<file path="config.mk">
export PLATFORM = sky130hd
export DESIGN_NAME = replay_frame_text_parser_flat
export DESIGN_NICKNAME = d
export VERILOG_FILES = /design/src/sv/rftp_pkg.sv /design/src/sv/rftp_req_if.sv /design/src/sv/rftp_rsp_if.sv /design/src/sv/rftp_delta_field.sv /design/src/sv/rftp_key_field.sv /design/src/sv/replay_frame_text_parser.sv /design/src/flat_wrapper.sv
export VERILOG_INCLUDE_DIRS = /design/src /design/src/sv
export SDC_FILE = /design/constraint.sdc
export NUM_CORES = 1
export LEC_CHECK = 0
export BUFFER_PORTS_ARGS = -buffer_cell sky130_fd_sc_hd__buf_4
export CAP_MARGIN = 0
export CORE_MARGIN = 2
export CORE_UTILIZATION = 58
export CTS_BUF_LIST = sky130_fd_sc_hd__clkbuf_4 sky130_fd_sc_hd__clkbuf_8
export CTS_CLUSTER_DIAMETER = 80
export DETAILED_ROUTE_END_ITERATION = 8
export PLACE_DENSITY = 0.76
export SYNTH_ARGS = -nofsm -noshare
export SYNTH_HDL_FRONTEND = slang
export SYNTH_SLANG_ARGS = --single-unit
</file>
<file path="constraint.sdc">
create_clock -name clock -period 15.6 [get_ports clock]
set_input_delay 3.12 -clock clock [delete_from_list [all_inputs] [get_ports clock]]
set_output_delay 3.12 -clock clock [all_outputs]
set_load 0.005 [all_outputs]
</file>
<file path="src/sv/assert_macros.svh">
// Assertion macros shared by the RTL modules.
`ifndef ASSERT_MACROS_SVH
`define ASSERT_MACROS_SVH

// Check a condition at every clock edge outside reset.
`define ASSERT_ALWAYS(label, cond, msg) \
   label: assert property (@(posedge clock) disable iff (reset) (cond)) else $error(msg);

// Check that a trigger is followed by a condition in the next cycle.
`define ASSERT_NEXT(label, trig, cond, msg) \
   label: assert property (@(posedge clock) disable iff (reset) (trig) |=> (cond)) \
      else $error(msg);

`endif

</file>
<file path="src/sv/rftp_pkg.sv">
// Package: types, character codes and limits for the replay frame text parser.
package rftp_pkg;

   localparam logic [7:0] CharComma = 8'h2C;
   localparam logic [7:0] CharBar   = 8'h7C;
   localparam logic [7:0] CharPlus  = 8'h2B;
   localparam logic [7:0] CharMinus = 8'h2D;
   localparam logic [7:0] CharDot   = 8'h2E;
   localparam logic [7:0] CharZero  = 8'h30;
   localparam logic [7:0] CharNine  = 8'h39;
   localparam logic [7:0] CharSpace = 8'h20;
   localparam logic [7:0] CharTab   = 8'h09;
   localparam logic [7:0] CharCr    = 8'h0D;

   localparam int unsigned TimeWidth  = 64;
   localparam int unsigned FrameTimeWidth = 63;
   localparam int unsigned KeyWidth   = 32;

   localparam logic [63:0] DeltaCap    = 64'h8000_0000_0000_0000;
   localparam logic [63:0] DeltaMax    = 64'h7FFF_FFFF_FFFF_FFFF;
   // floor(DeltaCap / 10): a digit of 9 overflows one step earlier
   localparam logic [63:0] DeltaLimit  = 64'd922337203685477580;
   localparam logic [31:0] KeyCap      = 32'h8000_0000;
   localparam logic [31:0] KeyMax      = 32'h7FFF_FFFF;
   localparam logic [31:0] KeyLimit    = 32'd214748364;
   localparam logic [63:0] EndMarker   = 64'd12345;
   localparam logic [3:0]  DigitNine   = 4'd9;

   localparam logic [1:0] BarsNone = 2'd0;
   localparam logic [1:0] BarsOne  = 2'd1;
   localparam logic [1:0] BarsTwo  = 2'd2;

   typedef struct packed {
      logic [63:0] addend;
      logic        carry;
      logic        has_digit;
      logic        is_zero;
      logic        is_marker;
   } delta_info_type;

   typedef struct packed {
      logic [31:0] key_bits;
      logic        has_digit;
   } key_info_type;

   function automatic logic is_digit(input logic [7:0] c);
      return (c >= CharZero) && (c <= CharNine);
   endfunction

   function automatic logic is_blank(input logic [7:0] c);
      return (c == CharSpace) || ((c >= CharTab) && (c <= CharCr));
   endfunction

   function automatic logic is_sign(input logic [7:0] c);
      return (c == CharPlus) || (c == CharMinus);
   endfunction

endpackage

</file>
<file path="src/sv/rftp_req_if.sv">
// Interface: request channel carrying one text byte per word.
interface rftp_req_if;
   logic       valid;
   logic       ready;
   logic [7:0] text_byte;
   logic       end_of_text;

   modport source (output valid, output text_byte, output end_of_text, input ready);
   modport sink (input valid, input text_byte, input end_of_text, output ready);
endinterface

</file>
<file path="src/sv/rftp_rsp_if.sv">
// Interface: response channel carrying one parsed frame per word.
interface rftp_rsp_if;
   logic               valid;
   logic               ready;
   logic [62:0]        frame_time;
   logic signed [31:0] key_state;

   modport source (output valid, output frame_time, output key_state, input ready);
   modport sink (input valid, input frame_time, input key_state, output ready);
endinterface

</file>
<file path="src/sv/rftp_delta_field.sv">
// Delta field parser: signed decimal accumulator with saturation.
module rftp_delta_field
   import rftp_pkg::*;
(
   input  logic           clock,
   input  logic           reset,
   input  logic           feed,
   input  logic           clear,
   input  logic [7:0]     text_byte,
   output delta_info_type info
);

   logic [63:0] value_ff, value_in;
   logic        negative_ff, negative_in;
   logic        has_digit_ff, has_digit_in;
   logic        closed_ff, closed_in;
   logic        signed_ff, signed_in;
   logic [3:0]  digit;
   logic        overflow;
   logic [63:0] pushed;

   assign digit    = text_byte[3:0];
   assign overflow = (value_ff > DeltaLimit) || ((value_ff == DeltaLimit) && (digit == DigitNine));
   assign pushed   = overflow ? DeltaCap
                              : (value_ff << 3) + (value_ff << 1) + {60'd0, digit};

   always_comb begin
      value_in     = value_ff;
      negative_in  = negative_ff;
      has_digit_in = has_digit_ff;
      closed_in    = closed_ff;
      signed_in    = signed_ff;
      if (clear) begin
         value_in     = '0;
         negative_in  = 1'b0;
         has_digit_in = 1'b0;
         closed_in    = 1'b0;
         signed_in    = 1'b0;
      end else if (feed && !closed_ff) begin
         priority if (is_digit(text_byte)) begin
            has_digit_in = 1'b1;
            value_in     = pushed;
         end else if (!has_digit_ff && !signed_ff && is_blank(text_byte)) begin
            // skip leading blank
         end else if (!has_digit_ff && !signed_ff && is_sign(text_byte)) begin
            signed_in   = 1'b1;
            negative_in = (text_byte == CharMinus);
         end else begin
            closed_in = 1'b1;
         end
      end
   end

   always_ff @(posedge clock) begin
      if (reset) begin
         value_ff     <= '0;
         negative_ff  <= 1'b0;
         has_digit_ff <= 1'b0;
         closed_ff    <= 1'b0;
         signed_ff    <= 1'b0;
      end else begin
         value_ff     <= value_in;
         negative_ff  <= negative_in;
         has_digit_ff <= has_digit_in;
         closed_ff    <= closed_in;
         signed_ff    <= signed_in;
      end
   end

   // negative: add ~value + 1; positive: clamp to the signed range
   always_comb begin
      info.addend    = negative_ff ? ~value_ff
                                   : ((value_ff >= DeltaCap) ? DeltaMax : value_ff);
      info.carry     = negative_ff;
      info.has_digit = has_digit_ff;
      info.is_zero   = (value_ff == '0);
      info.is_marker = negative_ff && (value_ff == EndMarker);
   end

endmodule

</file>
<file path="src/sv/rftp_key_field.sv">
// Key field parser: signed decimal with fraction cut off, saturated to 32 bits.
module rftp_key_field
   import rftp_pkg::*;
(
   input  logic         clock,
   input  logic         reset,
   input  logic         feed,
   input  logic         clear,
   input  logic [7:0]   text_byte,
   output key_info_type info
);

   logic [31:0] value_ff, value_in;
   logic        negative_ff, negative_in;
   logic        has_digit_ff, has_digit_in;
   logic        closed_ff, closed_in;
   logic        signed_ff, signed_in;
   logic        fraction_ff, fraction_in;
   logic [3:0]  digit;
   logic        overflow;
   logic [31:0] pushed;

   assign digit    = text_byte[3:0];
   assign overflow = (value_ff > KeyLimit) || ((value_ff == KeyLimit) && (digit == DigitNine));
   assign pushed   = overflow ? KeyCap
                              : (value_ff << 3) + (value_ff << 1) + {28'd0, digit};

   always_comb begin
      value_in     = value_ff;
      negative_in  = negative_ff;
      has_digit_in = has_digit_ff;
      closed_in    = closed_ff;
      signed_in    = signed_ff;
      fraction_in  = fraction_ff;
      if (clear) begin
         value_in     = '0;
         negative_in  = 1'b0;
         has_digit_in = 1'b0;
         closed_in    = 1'b0;
         signed_in    = 1'b0;
         fraction_in  = 1'b0;
      end else if (feed && !closed_ff) begin
         priority if (is_digit(text_byte)) begin
            has_digit_in = 1'b1;
            if (!fraction_ff) begin
               value_in = pushed;
            end
         end else if (fraction_ff) begin
            closed_in = 1'b1;
         end else if (text_byte == CharDot) begin
            fraction_in = 1'b1;
            signed_in   = 1'b1;
         end else if (!has_digit_ff && !signed_ff && is_blank(text_byte)) begin
            // skip leading blank
         end else if (!has_digit_ff && !signed_ff && is_sign(text_byte)) begin
            signed_in   = 1'b1;
            negative_in = (text_byte == CharMinus);
         end else begin
            closed_in = 1'b1;
         end
      end
   end

   always_ff @(posedge clock) begin
      if (reset) begin
         value_ff     <= '0;
         negative_ff  <= 1'b0;
         has_digit_ff <= 1'b0;
         closed_ff    <= 1'b0;
         signed_ff    <= 1'b0;
         fraction_ff  <= 1'b0;
      end else begin
         value_ff     <= value_in;
         negative_ff  <= negative_in;
         has_digit_ff <= has_digit_in;
         closed_ff    <= closed_in;
         signed_ff    <= signed_in;
         fraction_ff  <= fraction_in;
      end
   end

   always_comb begin
      info.key_bits  = negative_ff ? (32'd0 - value_ff)
                                   : ((value_ff >= KeyCap) ? KeyMax : value_ff);
      info.has_digit = has_digit_ff;
   end

endmodule

</file>
<file path="src/sv/replay_frame_text_parser.sv">
// Top level: replay frame text parser with input register and result register.
//
//   channel | dir | word contents                     | accepted when
//   req     | in  | text_byte[7:0], end_of_text       | req.valid && req.ready
//   rsp     | out | frame_time[62:0], key_state[31:0] | rsp.valid && rsp.ready
//
// One byte per cycle sustained unless a frame is held by a stalled rsp; a byte goes
// from the input register into the result register. The per-byte path is the 64-bit
// multiply-by-ten accumulate and the running-time adder. A byte that yields no frame
// advances even while rsp is stalled. Synchronous reset restores all control state;
// end_of_text restores frame state and the field parsers after its byte.
`include "assert_macros.svh"
module replay_frame_text_parser
   import rftp_pkg::*;
(
   input  logic  clock,
   input  logic  reset,
   rftp_req_if.sink   req,
   rftp_rsp_if.source rsp
);

   logic        s1_valid_ff, s1_valid_in;
   logic [7:0]  s1_byte_ff, s1_byte_in;
   logic        s1_last_ff, s1_last_in;

   logic [63:0] elapsed_ff, elapsed_in;
   logic        awaiting_ff, awaiting_in;
   logic [1:0]  bar_ff, bar_in;
   logic        nonempty_ff, nonempty_in;

   logic        rsp_valid_ff, rsp_valid_in;
   logic [62:0] rsp_time_ff, rsp_time_in;
   logic [31:0] rsp_key_ff, rsp_key_in;

   delta_info_type delta_info;
   key_info_type   key_info;

   logic        is_comma, is_bar, finish, advance;
   logic [1:0]  bar_next, fin_bar;
   logic        fin_nonempty, frame_ok, take, drop_first, emit;
   logic [63:0] sum;
   logic        delta_feed, key_feed, field_clear;
   logic        restart_state;

   assign is_comma = (s1_byte_ff == CharComma);
   assign is_bar   = (s1_byte_ff == CharBar);
   assign finish   = is_comma || s1_last_ff;
   assign bar_next = (is_bar && (bar_ff != BarsTwo)) ? bar_ff + 2'd1 : bar_ff;

   // a comma closes the frame as it stood; end_of_text closes it after the byte
   assign fin_bar      = is_comma ? bar_ff : bar_next;
   assign fin_nonempty = is_comma ? nonempty_ff : 1'b1;
   assign frame_ok     = fin_nonempty && (fin_bar == BarsTwo)
                         && delta_info.has_digit && key_info.has_digit;
   assign take         = finish && frame_ok && !delta_info.is_marker;
   assign drop_first   = awaiting_ff && delta_info.is_zero;
   assign sum          = elapsed_ff + delta_info.addend + {63'd0, delta_info.carry};
   assign emit         = s1_valid_ff && take && !drop_first && !sum[63];

   assign advance   = s1_valid_ff && (!emit || !rsp_valid_ff || rsp.ready);
   assign req.ready = !s1_valid_ff || advance;

   assign delta_feed  = advance && !is_comma && !is_bar && (bar_ff == BarsNone);
   assign key_feed    = advance && !is_comma && !is_bar && (bar_ff == BarsOne);
   assign field_clear = advance && finish;

   assign restart_state = (elapsed_ff == '0) && awaiting_ff && (bar_ff == BarsNone);

   rftp_delta_field u_delta (
      .clock     (clock),
      .reset     (reset),
      .feed      (delta_feed),
      .clear     (field_clear),
      .text_byte (s1_byte_ff),
      .info      (delta_info)
   );

   rftp_key_field u_key (
      .clock     (clock),
      .reset     (reset),
      .feed      (key_feed),
      .clear     (field_clear),
      .text_byte (s1_byte_ff),
      .info      (key_info)
   );

   // input register
   always_comb begin
      s1_valid_in = s1_valid_ff;
      s1_byte_in  = s1_byte_ff;
      s1_last_in  = s1_last_ff;
      if (req.ready) begin
         s1_valid_in = req.valid;
         s1_byte_in  = req.text_byte;
         s1_last_in  = req.end_of_text;
      end
   end

   // frame state
   always_comb begin
      elapsed_in  = elapsed_ff;
      awaiting_in = awaiting_ff;
      bar_in      = bar_ff;
      nonempty_in = nonempty_ff;
      if (advance) begin
         if (take) begin
            awaiting_in = 1'b0;
            if (!drop_first) begin
               elapsed_in = sum;
            end
         end
         if (finish) begin
            bar_in      = BarsNone;
            nonempty_in = 1'b0;
         end else begin
            bar_in      = bar_next;
            nonempty_in = 1'b1;
         end
         if (s1_last_ff) begin
            elapsed_in  = '0;
            awaiting_in = 1'b1;
         end
      end
   end

   // result register
   always_comb begin
      rsp_valid_in = rsp_valid_ff;
      rsp_time_in  = rsp_time_ff;
      rsp_key_in   = rsp_key_ff;
      if (advance && emit) begin
         rsp_valid_in = 1'b1;
         rsp_time_in  = sum[62:0];
         rsp_key_in   = key_info.key_bits;
      end else if (rsp.ready) begin
         rsp_valid_in = 1'b0;
      end
   end

   always_ff @(posedge clock) begin
      if (reset) begin
         s1_valid_ff  <= 1'b0;
         elapsed_ff   <= '0;
         awaiting_ff  <= 1'b1;
         bar_ff       <= BarsNone;
         nonempty_ff  <= 1'b0;
         rsp_valid_ff <= 1'b0;
      end else begin
         s1_valid_ff  <= s1_valid_in;
         elapsed_ff   <= elapsed_in;
         awaiting_ff  <= awaiting_in;
         bar_ff       <= bar_in;
         nonempty_ff  <= nonempty_in;
         rsp_valid_ff <= rsp_valid_in;
      end
   end

   always_ff @(posedge clock) begin
      s1_byte_ff  <= s1_byte_in;
      s1_last_ff  <= s1_last_in;
      rsp_time_ff <= rsp_time_in;
      rsp_key_ff  <= rsp_key_in;
   end

   assign rsp.valid      = rsp_valid_ff;
   assign rsp.frame_time = rsp_time_ff;
   assign rsp.key_state  = rsp_key_ff;

   `ASSERT_ALWAYS(a_bar_range, bar_ff != 2'd3, "bar count out of range")
   `ASSERT_ALWAYS(a_stall_only_when_held, req.ready || s1_valid_ff, "ready low with empty stage")
   `ASSERT_NEXT(a_last_restarts, advance && s1_last_ff, restart_state, "no restart after end")
   `ASSERT_NEXT(a_emit_loads, advance && emit, rsp_valid_ff, "emitted frame not loaded")

endmodule
</file>
<file path="src/flat_wrapper.sv">
// flat-port wrapper written by rule: the top's interface ports become plain ports
module replay_frame_text_parser_flat import rftp_pkg::*;
  (clock, reset, req_valid, req_text_byte, req_end_of_text, req_ready, rsp_valid, rsp_frame_time, rsp_key_state, rsp_ready);
  rftp_req_if req_i ();
  rftp_rsp_if rsp_i ();
  input  logic clock;
  input  logic reset;
  input wire logic [$bits(req_i.valid)-1:0] req_valid;
  input wire logic [$bits(req_i.text_byte)-1:0] req_text_byte;
  input wire logic [$bits(req_i.end_of_text)-1:0] req_end_of_text;
  output wire logic [$bits(req_i.ready)-1:0] req_ready;
  output wire logic [$bits(rsp_i.valid)-1:0] rsp_valid;
  output wire logic [$bits(rsp_i.frame_time)-1:0] rsp_frame_time;
  output wire logic [$bits(rsp_i.key_state)-1:0] rsp_key_state;
  input wire logic [$bits(rsp_i.ready)-1:0] rsp_ready;
  assign req_i.valid = req_valid;
  assign req_i.text_byte = req_text_byte;
  assign req_i.end_of_text = req_end_of_text;
  assign req_ready = req_i.ready;
  assign rsp_valid = rsp_i.valid;
  assign rsp_frame_time = rsp_i.frame_time;
  assign rsp_key_state = rsp_i.key_state;
  assign rsp_i.ready = rsp_ready;
  replay_frame_text_parser u_core (.clock(clock), .reset(reset), .req(req_i), .rsp(rsp_i));
endmodule
</file>
==> results.md <==
- Status: finished clean
- Max_cap viols: 0
- Final Max Tran Viols: 0
- Synth warn: 0
- Setup_tns: 0 ps
- Worst r2r src: u_core.u_delta.value_ff[63]
- Unrepaired setup endpoints after global routing: no
- Actual slew at the worst max-slew pin: 1180 ps
- WL final: 60,000 µm
- Final Non-Filler Cells: 3,113
- Clk_skew: 14.9 ps
- Worst path arrival time: 4950 ps
- Pwr dens: 64.5 mW/mm²
- I/O Buffers: 109
- Placement Setup Slack: 8180 ps
- Synth Cell Area: 0.0213 mm²
- Synthesized instance count: 2,557
- Post-DR wirelength/cell: 19.3 µm
- CP max-delay cell: a2111oi_2
- Flops & latches, synth: 279
- Cts hold-fix bufs: 0
- Final setup viols: 0
- Post-detail-place hpwl: 44,600 µm
- Root Buffer: clkbuf_8
- Reg2Reg Setup Slack: 9550 ps
- Layout cells sized above 1: 9.04%
- Worst hold path depth: 2
- Post-CTS Resized: 0
- Hold Path End: u_core.elapsed_ff[59]
- H-tree levels: 2
- Post-CTS Setup Bufs: 0
- Gr ovfl total: 0
- Sequential share of the synthesized area: 31.2%
- WL met2: 26,800 µm
- GRT Util Overall: 30.7%
- Vias in the first global route: 18.4k
- PnR worst setup slack: 7530 ps
- Core area: 0.0363 mm²
- Max transition margin: 21.2%
- First-pass GRT wire length: 96,000 µm
- Hold Path Origin: u_core.elapsed_ff[59]
- Iter 0 DRT Violations: 1,833
- I/O Pins: 110
- Max frequency: 0.124 GHz
- Nets: 2,874
- Pleak: 0.0104 µW
- Antenna Nets Post-Route: 0
- WL met3: 4150 µm
- CTS sink cnt: 279
- Post-synthesis cell type count: 84
- Syn nets: 2,822
- DRC viols: 0
- Clock transition at path regs: 70 ps
- Post-layout min period: 8070 ps
- Commonest non-fill, non-tap cells in the layout: a21oi_1 (335), nor2_1 (268), ha_1 (246), nand2_1 (218), dfxtp_1 (174)
- Pin count of the biggest net entering global routing: 73
- Row count: 70
- Initial Utilization: 58.5%
- Placed Cells: 3,028
- Number of flops mapped to enable cells by yosys: 104
- Crit-path max FO: 63
- Most common cell after layout, fill and taps aside: a21oi_1
- Crit-path leading delay family: compound AO/OA/AOI/OAI gates
- CTS tree: yes
- Die Y-Extent: 195 µm
- Vias/cell: 6.35
- DIE WIDTH: 195 µm
- Final worst path period share: 51.7%
- GPL Wtd Cong: 0.952
- Max stage delay on crit path: 640 ps
- Die Area: 0.0382 mm²
- Hold Path Class: register to register
- Max VDD drop: 0.0000450 V
- Worst Reg-to-Reg Cells: 15
- Number of detailed-route iterations in the first pass: 5
- Max clock buf depth: 3
- Critical Path, Cell by Cell: or2_2, buf_4, nor2_1, a21oi_1, ha_1, a21o_1, a21oi_1, o211ai_1, a2111oi_2, nor3_1, o21a_1, a211o_1, or3_1, buf_4
- Required time of the critical path: 12,480 ps
- Via Count: 19.8k
- Worst path bufs/invs: 2
- Number of cells on the critical path: 14
- Startpoint class of the critical path: register
- Antenna violations before repair: 0
- Crit end category: primary output
- Met1 WL: 27,000 µm
- Ys async rst share: 0%
- Crit Path Category: register to primary output
- Top FF cell, synth: dfxtp_1
- CP startpoint: u_core.u_delta.value_ff[63]
- Endpoints failing hold: 0
- P&R area growth vs syn: 9.89%
- Syn_area_per_cell: 8.31 µm²
- RR Endpoint: u_core.elapsed_ff[48]
- Top Layer Used: met4
- # diodes: 0
- Worst-Skew Late Latency: 600 ps
- CTS buffer count: 47
==> tightest hold or removal path: cells and delay by family, from the launching register on <==
| family | cells | cell delay, ps |
|---|---|---|
| DFF | 1 | 330 |
| and+or+nand+nor | 2 | 110 |
==> final cells by class <==
class	count	area, µm²
multi-input combinational	2096	14000
inverter	61	229
tap	468	586
clock buffer	61	771
sequential	279	6630
timing repair buffer	124	931
clock inverter	24	246
fill	3221	13000
==> worst max path at each step <==
stage / to / slack (ps)
CTS: req_ready / 7580
global placement: req_ready / 8200
finish: req_ready / 7530
floorplan: u_core.rsp.frame_time[0] / 7560
global route: req_ready / 7260
detailed placement: req_ready / 8180
==> where the power goes <==
part           total (µW)  leakage, µW  switching (µW)  internal, µW
Clock                 719     0.000515             313           406
Sequential            756      0.00244            3.80           752
Combinational        31.3      0.00745            23.0          8.34
Total                1510       0.0104             340          1170
==> routing by layer <==
layer,GRT usage (%),vias up
met5,0,-
met4,11.4,0
met3,3.80,129
met2,49.1,751
met1,42.7,9296
li1,-,9606
==> metrics by stage <==
step	instance area [µm²]	hold WS (ps)	power, µW	utilization, %
after detailed placement	22300	451	802	61.4
after global routing	23400	485	1550	64.2
after global placement	22300	437	801	61.4
final	23400	468	1510	64.2
after CTS	23400	465	1520	64.2
after floorplan	21300	426	790	-
==> cells by family after synthesis <==
| kind of cell | after synthesis | synth area share (%) |
|---|---|---|
| mux | 6 | 0.288 |
| buf+inv | 182 | 3.40 |
| fa+ha+maj | 252 | 15.0 |
| xor+xnor | 154 | 6.35 |
| simple gates | 864 | 19.6 |
| compound gates | 820 | 24.1 |
| flops | 279 | 31.2 |
==> flip-flops by register name, summed over array words and instances (netlist names), 2 cells and up <==
| register | count |
|---|---|
| u_core.elapsed_ff | 64 |
| u_core.rsp.frame_time | 63 |
| u_core.u_delta.value_ff | 64 |
| u_core.s1_byte_ff | 8 |
| u_core.rsp.key_state | 32 |
| u_core.u_key.value_ff | 32 |
| u_core.bar_ff | 2 |
==> Yosys cell counts, types with 6 or more instances <==
master,n,area [µm²]
buf_2,22,110
clkbuf_1,95,357
a41oi_1,6,52.6
nor2b_1,17,106
a22o_1,13,114
or4_1,8,60.1
ha_1,246,3080
o21ai_1,7,35.0
o21ai_0,106,531
nor4_1,26,163
xnor2_1,102,893
xor2_1,52,455
nand2_1,219,822
edfxtp_1,104,3120
and3_1,15,93.8
a31oi_1,33,206
a211oi_1,22,165
nand4_1,48,300
nor3_1,41,205
o21bai_1,25,188
nor2_1,268,1010
fa_1,6,120
dfxtp_1,175,3500
nand3_1,112,561
o211ai_1,16,120
or2_2,13,81.3
a22oi_1,62,465
and2_1,16,100
a211o_1,6,52.6
o21a_1,25,188
and4_1,12,105
nand2b_1,26,163
a21oi_1,335,1680
or3_1,10,62.6
inv_1,60,225
a21o_1,83,623
a221oi_1,10,87.6
o31ai_1,13,97.6
Note: power is estimated with default switching activity, not from simulation.
